**config.mk**
```make
export PLATFORM = sky130hd
export DESIGN_NAME = mhbf_ctrl
export DESIGN_NICKNAME = d
export VERILOG_FILES = /design/src/design/mhbf_pkg.sv /design/src/design/mhbf_ctrl.sv
export SDC_FILE = /design/constraint.sdc
export NUM_CORES = 1
export LEC_CHECK = 0
export ABC_AREA = 1
export CORE_MARGIN = 10
export CORE_UTILIZATION = 43
export CTS_CLUSTER_DIAMETER = 120
export DETAILED_ROUTE_END_ITERATION = 8
export DONT_BUFFER_PORTS = 1
export PLACE_DENSITY_LB_ADDON = 0.08
export SYNTH_ARGS = -nofsm -noshare
export SYNTH_HDL_FRONTEND = slang
export SYNTH_SLANG_ARGS = --single-unit
```
**constraint.sdc**
```tcl
create_clock -name clk -period 1.64 [get_ports clk]
set_input_delay 0.164 -clock clk [delete_from_list [all_inputs] [get_ports clk]]
set_output_delay 0.164 -clock clk [all_outputs]
set_load 0.03 [all_outputs]
```
**src/design/mhbf_pkg.sv**
```systemverilog
// ----------------------------------------------------------------------------
// mhbf_pkg: shared types and constants of the memory-hard block fill engine
// Holds the transaction types, the datapath command set and its status flags.
// ----------------------------------------------------------------------------
package mhbf_pkg;

  localparam int MEM_WORDS        = 65536;
  localparam int ADDR_W           = 16;
  localparam int MAX_LANES        = 8;
  localparam int MAX_DIGEST_WORDS = 16;

  localparam logic OP_LOAD = 1'b0;
  localparam logic OP_RUN  = 1'b1;

  localparam logic [2:0] REG_LANE_COUNT      = 3'd0;
  localparam logic [2:0] REG_BLOCKS_PER_HALF = 3'd1;
  localparam logic [2:0] REG_BLOCK_WORDS     = 3'd2;
  localparam logic [2:0] REG_PASS_COUNT      = 3'd3;
  localparam logic [2:0] REG_DIGEST_WORDS    = 3'd4;

  typedef struct packed {
    logic        opcode;
    logic [2:0]  lane_index;
    logic [11:0] seed_word_index;
    logic [31:0] seed_word;
  } in_item_t;

  typedef struct packed {
    logic [31:0] digest_word;
    logic [3:0]  digest_index;
    logic        last_word;
    logic        status;
  } out_item_t;

  typedef enum logic [4:0] {
    CMD_NOP,
    CMD_ACCEPT,
    CMD_MUL_LLEN,
    CMD_LD_MUL,
    CMD_LD_WR,
    CMD_CK_MUL,
    CMD_ERR_OUT,
    CMD_RUN_INIT,
    CMD_F_MASK,
    CMD_F_SRC,
    CMD_SQ1,
    CMD_SQ2,
    CMD_SQ3,
    CMD_S_SRC,
    CMD_ADDR_SRC,
    CMD_ADDR_DST,
    CMD_ADDR_SET,
    CMD_CH_RD,
    CMD_CH_MUL,
    CMD_CH_ADD,
    CMD_BLK_NEXT,
    CMD_LANE_NEXT,
    CMD_DG_RD,
    CMD_DG_ACC,
    CMD_DG_OUT
  } dp_cmd_t;

  typedef struct packed {
    logic is_run;
    logic cfg_err;
    logic blk_end;
    logic half;
    logic lane_last;
    logic word_last;
    logic pass_last;
    logic k_last;
  } dp_stat_t;

endpackage

```
**src/design/mhbf_ctrl.sv**
```systemverilog
// ----------------------------------------------------------------------------
// mhbf_ctrl: sequencer of the block fill engine
// Walks loads, the layout check, both fill halves and the digest readout.
// ----------------------------------------------------------------------------
module mhbf_ctrl (
  input  logic              clk,
  input  logic              rst_n,
  input  logic              start,
  input  mhbf_pkg::dp_stat_t stat,
  output mhbf_pkg::dp_cmd_t  cmd,
  output logic              busy
);

  typedef enum logic [4:0] {
    ST_IDLE, ST_DECODE, ST_L1, ST_L2, ST_L3, ST_CK1, ST_CK2, ST_CK3, ST_ERR,
    ST_TEST, ST_F_MASK, ST_F_SRC, ST_S1, ST_S2, ST_S3, ST_S_SRC,
    ST_A1, ST_A2, ST_A3, ST_C_RD, ST_C_MUL, ST_C_ADD, ST_BLK, ST_LANE,
    ST_D_RD, ST_D_ACC, ST_D_OUT
  } state_t;

  state_t state_r, state_nxt;
  logic   busy_r;

  always_comb begin
    state_nxt = state_r;
    cmd       = mhbf_pkg::CMD_NOP;
    case (state_r)
      ST_IDLE: begin
        if (start) begin
          cmd       = mhbf_pkg::CMD_ACCEPT;
          state_nxt = ST_DECODE;
        end
      end
      ST_DECODE: state_nxt = stat.is_run ? ST_CK1 : ST_L1;
      ST_L1: begin cmd = mhbf_pkg::CMD_MUL_LLEN; state_nxt = ST_L2; end
      ST_L2: begin cmd = mhbf_pkg::CMD_LD_MUL;   state_nxt = ST_L3; end
      ST_L3: begin cmd = mhbf_pkg::CMD_LD_WR;    state_nxt = ST_IDLE; end
      ST_CK1: begin cmd = mhbf_pkg::CMD_MUL_LLEN; state_nxt = ST_CK2; end
      ST_CK2: begin cmd = mhbf_pkg::CMD_CK_MUL;   state_nxt = ST_CK3; end
      ST_CK3: begin
        if (stat.cfg_err) begin
          state_nxt = ST_ERR;
        end else begin
          cmd       = mhbf_pkg::CMD_RUN_INIT;
          state_nxt = ST_TEST;
        end
      end
      ST_ERR: begin cmd = mhbf_pkg::CMD_ERR_OUT; state_nxt = ST_IDLE; end
      ST_TEST: begin
        if (stat.blk_end) state_nxt = ST_LANE;
        else if (stat.half) state_nxt = ST_S1;
        else state_nxt = ST_F_MASK;
      end
      ST_F_MASK: begin cmd = mhbf_pkg::CMD_F_MASK; state_nxt = ST_F_SRC; end
      ST_F_SRC:  begin cmd = mhbf_pkg::CMD_F_SRC;  state_nxt = ST_A1; end
      ST_S1:     begin cmd = mhbf_pkg::CMD_SQ1;    state_nxt = ST_S2; end
      ST_S2:     begin cmd = mhbf_pkg::CMD_SQ2;    state_nxt = ST_S3; end
      ST_S3:     begin cmd = mhbf_pkg::CMD_SQ3;    state_nxt = ST_S_SRC; end
      ST_S_SRC:  begin cmd = mhbf_pkg::CMD_S_SRC;  state_nxt = ST_A1; end
      ST_A1:     begin cmd = mhbf_pkg::CMD_ADDR_SRC; state_nxt = ST_A2; end
      ST_A2:     begin cmd = mhbf_pkg::CMD_ADDR_DST; state_nxt = ST_A3; end
      ST_A3:     begin cmd = mhbf_pkg::CMD_ADDR_SET; state_nxt = ST_C_RD; end
      ST_C_RD:   begin cmd = mhbf_pkg::CMD_CH_RD;  state_nxt = ST_C_MUL; end
      ST_C_MUL:  begin cmd = mhbf_pkg::CMD_CH_MUL; state_nxt = ST_C_ADD; end
      ST_C_ADD: begin
        cmd       = mhbf_pkg::CMD_CH_ADD;
        state_nxt = (stat.word_last && stat.pass_last) ? ST_BLK : ST_C_RD;
      end
      ST_BLK: begin cmd = mhbf_pkg::CMD_BLK_NEXT; state_nxt = ST_TEST; end
      ST_LANE: begin
        cmd       = mhbf_pkg::CMD_LANE_NEXT;
        state_nxt = (stat.lane_last && stat.half) ? ST_D_RD : ST_TEST;
      end
      ST_D_RD: begin cmd = mhbf_pkg::CMD_DG_RD; state_nxt = ST_D_ACC; end
      ST_D_ACC: begin
        cmd       = mhbf_pkg::CMD_DG_ACC;
        state_nxt = stat.lane_last ? ST_D_OUT : ST_D_RD;
      end
      ST_D_OUT: begin
        cmd       = mhbf_pkg::CMD_DG_OUT;
        state_nxt = stat.k_last ? ST_IDLE : ST_D_RD;
      end
      default: state_nxt = ST_IDLE;
    endcase
  end

  always_ff @(posedge clk) begin
    if (!rst_n) begin
      state_r <= ST_IDLE;
      busy_r  <= 1'b0;
    end else begin
      state_r <= state_nxt;
      busy_r  <= (state_nxt != ST_IDLE);
    end
  end

  assign busy = busy_r;

endmodule

```
==> results of run 1 <==
[cells by family after synthesis]
kind of cell / after synthesis / share of synthesized area (%)
and+or+nand+nor: 119 / 66.1
DFF: 6 / 15.4
buffers and inverters: 21 / 10.6
AOI/OAI and AO/OA: 10 / 8.00
[through the flow]
stage	util (%)	hold slack, ps	instance area [um2]
after floorplan	-	262	782
after global placement	53.6	271	926
after detailed placement	53.6	274	926
after CTS	61.8	20.0	1070
after global routing	77.1	31.3	1330
final	77.1	25.9	1330
[cell usage after synthesis]
cell	instances
nor2_2	6
a21oi_1	4
nor2_1	39
nand2_2	1
nand3_1	21
a211oi_1	2
nand4_1	3
or3_1	1
nor3_1	1
buf_4	1
inv_1	15
o21ai_1	1
nand3b_1	1
a41oi_1	1
nor4_1	1
nand3_2	1
o2111ai_1	1
dfxtp_1	6
o21ai_0	1
inv_2	5
or2_2	1
nand2_1	43
[layer usage]
metal,vias up,global-route usage [%],share of wire [%]
met2,75,24.5,48
met4,0,5.31,3.5
met5,-,0,0
met3,14,5.20,9.2
met1,559,16.7,40
li1,569,-,-
[state kept, by name, summed over array words and instances (netlist names)]
name,count
busy,1
state_r,5
[where the power goes]
part           internal, uW  switching (uW)
sequential              164            45.0
clock                  83.5            63.3
combinational           170             229
total                   418             337
[worst reg2reg max path: stages (launching register included)]
cell	delay (ps)
dfxtp_4	400
buf_6	140
inv_2	40
nand2_2	90
inv_4	60
nand3_2	70
nand2_2	70
nor2_4	140
buf_4	130
nand3_1	90
nor2_1	100
nand3_1	90
nand2_1	70
inv_1	30
[worst max path at each step]
stage	cells after the start	slack, ps	to	startpoint
after floorplan	8	110	cmd[3]	state_r[3]
after detailed placement	11	-10	busy	state_r[4]
after CTS	8	-80	cmd[3]	state_r[0]
after global placement	11	-50	busy	state_r[4]
after global routing	9	-130	cmd[2]	state_r[0]
final	9	-80	cmd[4]	state_r[0]
[cell type report]
| class | count | area, um2 | share of cell area [%] |
|---|---|---|---|
| inverters | 20 | 100 | 7.52 |
| flip-flops and latches | 6 | 139 | 10.4 |
| repair buffers | 28 | 236 | 17.8 |
| multi-input cells | 129 | 802 | 60.2 |
| well taps | 25 | 31.3 | 2.35 |
| clock buffers | 3 | 22.5 | 1.69 |
[layout by cell type, fill, tap and decap left out, types with 4 or more instances in the layout]
cell type and count:
buf_4 21, nand3_1 16, nor2_1 26, nand2_2 9, inv_4 5, nand2_4 5, nand3_2 4, dfxtp_4 5
inv_2 4, inv_1 10, nor2_2 10, buf_6 7, nand2_1 30, nor2_4 9
[timing repair]
action / CTS / global route
buffers inserted: 4 / 9
pin swaps: 7 / 18
setup endpoints to repair: 6 / 6
gates resized for setup: 29 / 60
==> metrics.md, run 1 <==
| Metric | Value |
|---|---|
| Largest net degree at the start of global routing | `11` |
| Total wire length | `3460 um` |
| Synth-to-layout area growth | `70.2%` |
| Core ar. | `around 1700 um2` |
| Post-synth top area share | `between 20 and 25%` |
| Worst path required time | `roughly 1500 ps` |
| Setup_tns | `-314 ps` |
| Worst Tran Pin Value | `just over 400 ps` |
| RSZ-0062 raised after global routing | `yes` |
| Min Tclk post-route | `approximately 1700 ps` |
| Slew margin rel. | `between 70% and 80%` |
| CP bufs+invs | `4` |
| HP Class | `input pin to register` |
| Crit-path max FO | `4` |
| Starting density of the core | `45.3%` |
| CTS sink cnt | `6` |
| H-tree levels | `1` |
| Worst r2r path cells | `13` |
| Critical path endpoint category | `primary output` |
| Leading area contributor after synthesis | `nand2_1` |
| Hold path cells | `2` |
| Synth top area cells | `nand2_1, nor2_1, dfxtp_1` |
| Critical path arrival | `about 1600 ps` |
| Post-DP HPWL | `2220 um` |
| PwrDens | `roughly 570 nW/um2` |
| Syn. warnings | `0` |
| Final non-filler cell total | `~210` |
| Final Hold Fails | `0` |
| Netlist cell types | `22` |
| Hold path endpoint | `busy` |
| Layout fillers | `~140` |
| Vias per cell | `5.77` |
| Detail Route Antenna Nets | `0` |
| Synthesized flop and latch total | `6` |
| # port buffers | `0` |
| N_diodes | `0` |
| Hold Crit Start | `rst_n` |
| Worst-path clk slew | `~50 ps` |
| GR Overflow Total | `0` |
| Final Skew | `between 4 and 5 ps` |
| Die Y | `62.6 um` |
| Sequential fraction of the synthesis area | `around 15%` |
| Gr usage total | `14.7%` |
| Total nets after synthesis | `roughly 170` |
| Reg2Reg Launch Point | `state_r[0]` |
| Gpl congestion | `between 1 and 1.5` |
| Tot Pwr | `755 uW` |
| Syn Area/Cell | `~5 um2` |
| CTS Buffer Depth | `2` |
| Pre-CTS WS | `-12.7 ps` |
| Startpoint types | `register` |
| Pre-Repair DR Iteration Count | `4` |
| Critical Path Slowest Stage Cell | `dfxtp_4` |
| Antenna violations before repair | `0` |
| Fmax | `580 MHz` |
| Root Driver | `clkbuf_4` |
| Layout cells sized above 1 | `51.1%` |
| Final worst path period share | `105%` |
| Maxcap violations | `0` |
| 1st-iter DRT viols | `roughly 120` |
| VDD IR-drop max | `slightly below 0.6 mV` |
| Reg-to-reg endpoint | `busy` |
| P_leak | `around 0.0007 uW` |
| Drc violations | `0` |
| Die area | `between 3000 and 4000 um2` |
| Flop-to-flop setup slack | `approximately 20 ps` |
| PnR worst setup slack | `-84.3 ps` |
| DR WL/cell | `around 16 um` |
| Nets | `a little under 200` |
| Outcome | `finished, violations left` |
| Syn Inst Count | `about 160` |
| Violated checks | `setup timing` |
| Crit path max-delay family | `simple AND/OR/NAND/NOR gates` |
| CP cell instances | `buf_6 -> inv_2 -> nand2_2 -> inv_4 -> nand3_2 -> nand2_2 -> nor2_4 -> nand4_1 -> buf_6` |
| Die W | `around 63 um` |
| DR vias | `about 1,200` |
| Dpl cells | `196` |
| First-pass GRT wire length | `4860 um` |
| Max incr delay on CP | `400 ps` |
| Core Rows | `15` |
| CTS tree | `done` |
| WS Path Type | `register to primary output` |
| # IOs | `17` |
| # hold bufs at CTS | `0` |
| Final Setup Violations | `5` |
| Worst-Skew Late Latency | `260 ps` |
| Via count of the first global-routing pass | `about 1,100` |
| Cell Area, Synth | `roughly 800 um2` |
| CTS buffer count | `3` |
| Slew Limit Fails | `0` |
No activity file was read; power rests on OpenSTA's default activity.
==> run 2, diff against run 1 <==
--- a/config.mk
+++ b/config.mk
@@ -6,8 +6,8 @@
 export NUM_CORES = 1
 export LEC_CHECK = 0
 export ABC_AREA = 1
-export CORE_MARGIN = 10
-export CORE_UTILIZATION = 43
+export CORE_MARGIN = 1.5
+export CORE_UTILIZATION = 44
 export CTS_CLUSTER_DIAMETER = 120
 export DETAILED_ROUTE_END_ITERATION = 8
 export DONT_BUFFER_PORTS = 1
==> run 2 against run 1 <==
The run still ends with setup timing left. Fmax is 1.2% higher. Via count is 6.9% lower. Utilization down 8.9 points. Critical path type unchanged. Largest cell class unchanged.
==> metrics.md, run 2 (synthesized netlist as in run 1, its figures left out) <==
| Metric | Value |
|---|---|
| Top reg by flops | `state_r` |
| Synth-to-layout area growth | `47.4%` |
| # IOs | `17` |
| Fmax | `between 500 and 600 MHz` |
| VDD IR-drop max | `about 0.80 mV` |
| Crit-path max FO | `7` |
| Worst-path clk slew | `~40 ps` |
| Layout cells sized above 1 | `roughly two fifths` |
| Worst path required time | `roughly 1500 ps` |
| RSZ-0062 raised after global routing | `yes` |
| Die area | `about 2000 um2` |
| P_leak | `approximately 0.00061 uW` |
| Critical Path Slowest Stage Cell | `dfxtp_4` |
| Critical path endpoint category | `primary output` |
| Total wire length | `2740 um` |
| Gpl congestion | `0.940` |
| Antenna violations before repair | `0` |
| Detail Route Antenna Nets | `0` |
| DR WL/cell | `approximately 14 um` |
| CTS sink cnt | `6` |
| CP most frequent cell | `buf_4` |
| First-pass GRT wire length | `4240 um` |
| Commonest non-fill, non-tap cell in the layout | `nand2_1` |
| N_diodes | `0` |
| Core ar. | `1690 um2` |
| Slew Limit Fails | `0` |
| PwrDens | `~580 nW/um2` |
| Via count of the first global-routing pass | `about 1,000` |
| Largest net degree at the start of global routing | `11` |
| PnR worst setup slack | `-64.4 ps` |
| Final Hold Fails | `0` |
| Outcome | `finished, violations left` |
| Post-DP HPWL | `2050 um` |
| Setup_tns | `-169 ps` |
| Starting density of the core | `between 40% and 50%` |
| # hold bufs at CTS | `0` |
| Worst Tran Pin Value | `between 400 and 500 ps` |
| CP cell instances | `buf_4 -> nor2_4 -> nand3b_1 -> nand2_1 -> inv_1 -> o2111ai_1 -> buf_4` |
| Layout fillers | `158` |
| CTS buffer count | `3` |
| Most frequent cells in the layout | `nand2_1, nor2_1, nand3_1, inv_1, buf_4` |
| Drc violations | `0` |
| Worst-Skew Late Latency | `240 ps` |
| # port buffers | `0` |
| Largest register FFs | `5` |
| 1st-iter DRT viols | `81` |
| Root Driver | `clkbuf_4` |
| Core Rows | `15` |
| Critical path arrival | `between 1500 and 2000 ps` |
| WS Path Type | `register to primary output` |
| Violated checks | `setup timing` |
| Final non-filler cell total | `194` |
| Gr usage total | `27.6%` |
| CTS tree | `done` |
| Min Tclk post-route | `1700 ps` |
| Tot Pwr | `slightly below 700 uW` |
| GR Overflow Total | `0` |
| Max incr delay on CP | `360 ps` |
| Final worst path period share | `104%` |
| Dpl cells | `between 150 and 200` |
| Final Skew | `about 4 ps` |
| CTS Buffer Depth | `2` |
| H-tree levels | `1` |
| Die Y | `45.2 um` |
| HP Class | `input pin to register` |
| Slew margin rel. | `72.3%` |
| DR vias | `~1,100` |
| Pre-Repair DR Iteration Count | `4` |
| Final Setup Violations | `5` |
| Die W | `between 40 and 50 um` |
| Maxcap violations | `0` |
| Nets | `190` |
| Startpoint types | `register` |
| Vias per cell | `slightly below 6` |
## run 2: cell count changes in the layout (fill, tap and decap cells not counted), sizes merged
cell / previous run / this run
buf: 28 / 19
clkinv: 1 / 0
inv: 19 / 20
## run 2: through the flow
stage,utilization [%],cell area (um2),setup WS (ps),hold slack [ps]
2_1_floorplan,-,782,110,262
6_report,68.2,1150,-64.4,26.1
5_1_grt,68.2,1150,-141,31.0
3_5_place_dp,53.3,901,-32.4,273
3_3_place_gp,53.3,901,-76.3,273
4_1_cts,60.5,1020,-44.2,25.5
## run 2: worst max-delay path: cells and delay by family (launching register included)
| family | cells | cell delay, ps |
|---|---|---|
| compound gates | 1 | 100 |
| simple gates | 3 | 440 |
| buf+inv | 3 | 400 |
| flops | 1 | 360 |
## run 2: layout make-up
| cell class | instances | area (um2) | share of cell area, % |
|---|---|---|---|
| Clock buffer | 3 | 22.5 | 1.95 |
| Multi-Input combinational cell | 129 | 733 | 63.6 |
| Inverter | 20 | 85.1 | 7.38 |
| Sequential cell | 6 | 139 | 12.1 |
| Tap cell | 17 | 21.3 | 1.85 |
| Timing Repair Buffer | 19 | 151 | 13.1 |
## run 2: where the power goes
group | internal, uW | total [uW] | switching [uW]
Combinational | 137 | 335 | 197
Clock | 82.4 | 131 | 48.5
Sequential | 165 | 208 | 43.5
## run 2: worst paths after layout
path	slack, ps	from	endpoint	cells after the start
min	30	rst_n	state_r[0]	2
max reg2reg	120	state_r[0]	busy	12
max	-60	state_r[3]	cmd[0]	7
min reg2reg	760	state_r[3]	state_r[0]	5
## run 2: repair_timing
item / in CTS / in global routing
gates resized for setup: 27 / 29
buffers inserted: 2 / 3
pin swaps: 3 / 8
endpoints found under the hold margin: 0 / 0
setup endpoints to repair: 6 / 6
## run 2: metal layers
metal	GRT usage (%)	part of all wire (%)	wire length, um	up-vias
li1	-	-	-	547
met1	37.3	41	1110	516
met2	46.6	49	1340	64
met3	5.60	8.9	243	6
met4	2.94	1.5	42	0
met5	0	0	0	-
==> run 3, diff against run 2 <==
--- a/config.mk
+++ b/config.mk
@@ -6,7 +6,6 @@
 export NUM_CORES = 1
 export LEC_CHECK = 0
 export ABC_AREA = 1
-export CORE_MARGIN = 1.5
 export CORE_UTILIZATION = 44
 export CTS_CLUSTER_DIAMETER = 120
 export DETAILED_ROUTE_END_ITERATION = 8
==> run 3 against run 2 <==
The run still ends with setup timing left. Clock skew fell by 1.4 ps. Die area is 4.4% lower. Flip-flop and latch count unchanged. Fmax up 0.62%. Clock-buffer cell count stayed put. First-iteration DRC count up 6.2%. Global-route usage increased by 0.66 points. Setup slack better by 11 ps. Non-clock buffer count down 6. Critical path type unchanged. Highest routed layer unchanged.
==> metrics.md, run 3 (synthesized netlist as in run 1, its figures left out) <==
| Metric | Value |
|---|---|
| CP endpoint | `cmd[3]` |
| HP Class | `input pin to register` |
| Worst-Skew Late Latency | `between 200 and 250 ps` |
| Layout fillers | `147` |
| Outcome | `finished, violations left` |
| Detail Route Antenna Nets | `0` |
| CTS buffer count | `3` |
| VDD IR-drop max | `between 0.4 and 0.5 mV` |
| P_leak | `around 0.00057 uW` |
| Dpl cells | `180` |
| Most frequent cells in the layout | `nand2_1, nor2_1, nand3_1, inv_1, buf_4` |
| Multi-input logic area | `667 um2` |
| GR Overflow Total | `0` |
| Nets | `184` |
| PnR worst setup slack | `-53.8 ps` |
| Gpl congestion | `~0.98` |
| 1st-iter DRT viols | `86` |
| Worst Tran Pin Value | `between 300 and 400 ps` |
| # IOs | `17` |
| N_diodes | `0` |
| DR WL/cell | `around 14 um` |
| Critical path endpoint category | `primary output` |
| Post-Route Utilization | `about two thirds` |
| Largest net degree at the start of global routing | `11` |
| H-tree levels | `1` |
| Final Setup Violations | `4` |
| CTS tree | `done` |
| Critical path arrival | `about 1500 ps` |
| Startpoint types | `register` |
| Min Tclk post-route | `between 1500 and 2000 ps` |
| Cell count along the critical path | `8` |
| DR vias | `between 1,000 and 1,500` |
| CTS sink cnt | `6` |
| Gr usage total | `28.3%` |
| Final worst path period share | `103%` |
| Max incr delay on CP | `400 ps` |
| Reg-to-reg endpoint | `busy` |
| Final Hold Fails | `0` |
| Largest register FFs | `5` |
| First-pass GRT wire length | `between 4000 and 5000 um` |
| Vias per cell | `approximately 6.0` |
| Slew Limit Fails | `0` |
| # port buffers | `0` |
| Flop-to-flop setup slack | `about 120 ps` |
| Final Skew | `2.68 ps` |
| Crit path max-delay family | `simple AND/OR/NAND/NOR gates` |
| Post-DP HPWL | `1900 um` |
| Total wire length | `approximately 2600 um` |
| Via count of the first global-routing pass | `986` |
| Maxcap violations | `0` |
| Antenna violations before repair | `0` |
| Storage element area | `139 um2` |
| WS Path Type | `register to primary output` |
| Core ar. | `roughly 1600 um2` |
| Drc violations | `0` |
| Top reg by flops | `state_r` |
| Critical Path Slowest Stage Cell | `dfxtp_4` |
| Die Y | `44.2 um` |
| Core Rows | `14` |
| Layout cells sized above 1 | `33.3%` |
| Die W | `44.2 um` |
| Final non-filler cell total | `approximately 190` |
| RSZ-0062 raised after global routing | `yes` |
| CTS Buffer Depth | `2` |
| CP cell instances | `nor2_4 -> inv_2 -> nor2_2 -> inv_1 -> nand2_1 -> nor2_2 -> nand2_1 -> or3_4` |
| Starting density of the core | `approximately 50%` |
| Die area | `slightly below 2000 um2` |
| CP bufs+invs | `2` |
| Worst path required time | `about 1500 ps` |
| Placement Cell Area | `862 um2` |
| Violated checks | `setup timing` |
| Root Driver | `clkbuf_4` |
| Reg2Reg Launch Point | `state_r[4]` |
| Worst r2r path cells | `11` |
| Commonest non-fill, non-tap cell in the layout | `nand2_1` |
| Crit-path max FO | `7` |
| Crit path from | `state_r[3]` |
| Fin area | `1030 um2` |
| Slew margin rel. | `roughly four fifths` |
| Fmax | `between 500 and 600 MHz` |
| Worst-path clk slew | `~40 ps` |
| Pre-Repair DR Iteration Count | `6` |
| Pre-CTS WS | `between 20 and 30 ps` |
| Synth-to-layout area growth | `31.4%` |
| PwrDens | `599 nW/um2` |
-- run 3: changes by cell type in the layout (fill, tap and decap cells not counted), moves of 2 or more --
cell | previous run | this run
buf_6 | 3 | 1
buf_4 | 15 | 12
inv_2 | 3 | 5
nand2_2 | 7 | 10
nand2_4 | 4 | 0
nor2_4 | 7 | 5
-- run 3: layer usage --
layer	vias to the layer above	wire length (um)	track usage (%)
met2	86	1210	46.8
met4	0	78	6.67
met3	10	310	4.90
met5	-	0	0
met1	483	1030	38.1
li1	535	-	-
-- run 3: final cells by class --
class | instances | area share (%)
Timing Repair Buffer | 13 | 9.87
Clock buffer | 3 | 2.19
Multi-Input combinational cell | 129 | 64.9
Inverter | 20 | 7.55
Sequential cell | 6 | 13.5
Tap cell | 16 | 1.95
-- run 3: worst min path at each step --
| stage | start | end | slack [ps] | depth (start not counted) |
|---|---|---|---|---|
| 6_report | rst_n | busy | 20 | 2 |
| 5_1_grt | rst_n | busy | 10 | 2 |
| 4_1_cts | rst_n | busy | 10 | 2 |
| 3_5_place_dp | rst_n | busy | 270 | 2 |
| 3_3_place_gp | rst_n | busy | 270 | 2 |
| 2_1_floorplan | rst_n | busy | 260 | 2 |
-- run 3: worst reg2reg max path, delay by kind of cell (launching register included) --
family,cells,cell delay [ps]
buf+inv,2,110
flops,1,410
simple gates,9,900
-- run 3: per-stage QoR --
stage               TNS (ps)  total power (uW)  hold WS, ps
global placement           0               429          267
floorplan                  0               366          262
CTS                    -37.2               586         14.9
detailed placement         0               431          266
global route            -476               656         13.9
finish                  -158               615         19.7
-- run 3: what timing repair did --
action	in CTS	in global routing
setup buffers	3	1
hold buffers	0	0
gates cloned	0	0
gates resized for setup	24	15
endpoints found under the setup margin	5	6
pin swaps	1	4
-- run 3: power breakdown --
part           internal, uW  switching, uW  total (uW)
combinational           102            178         280
clock                  82.4           48.3         131
sequential              165           39.9         205
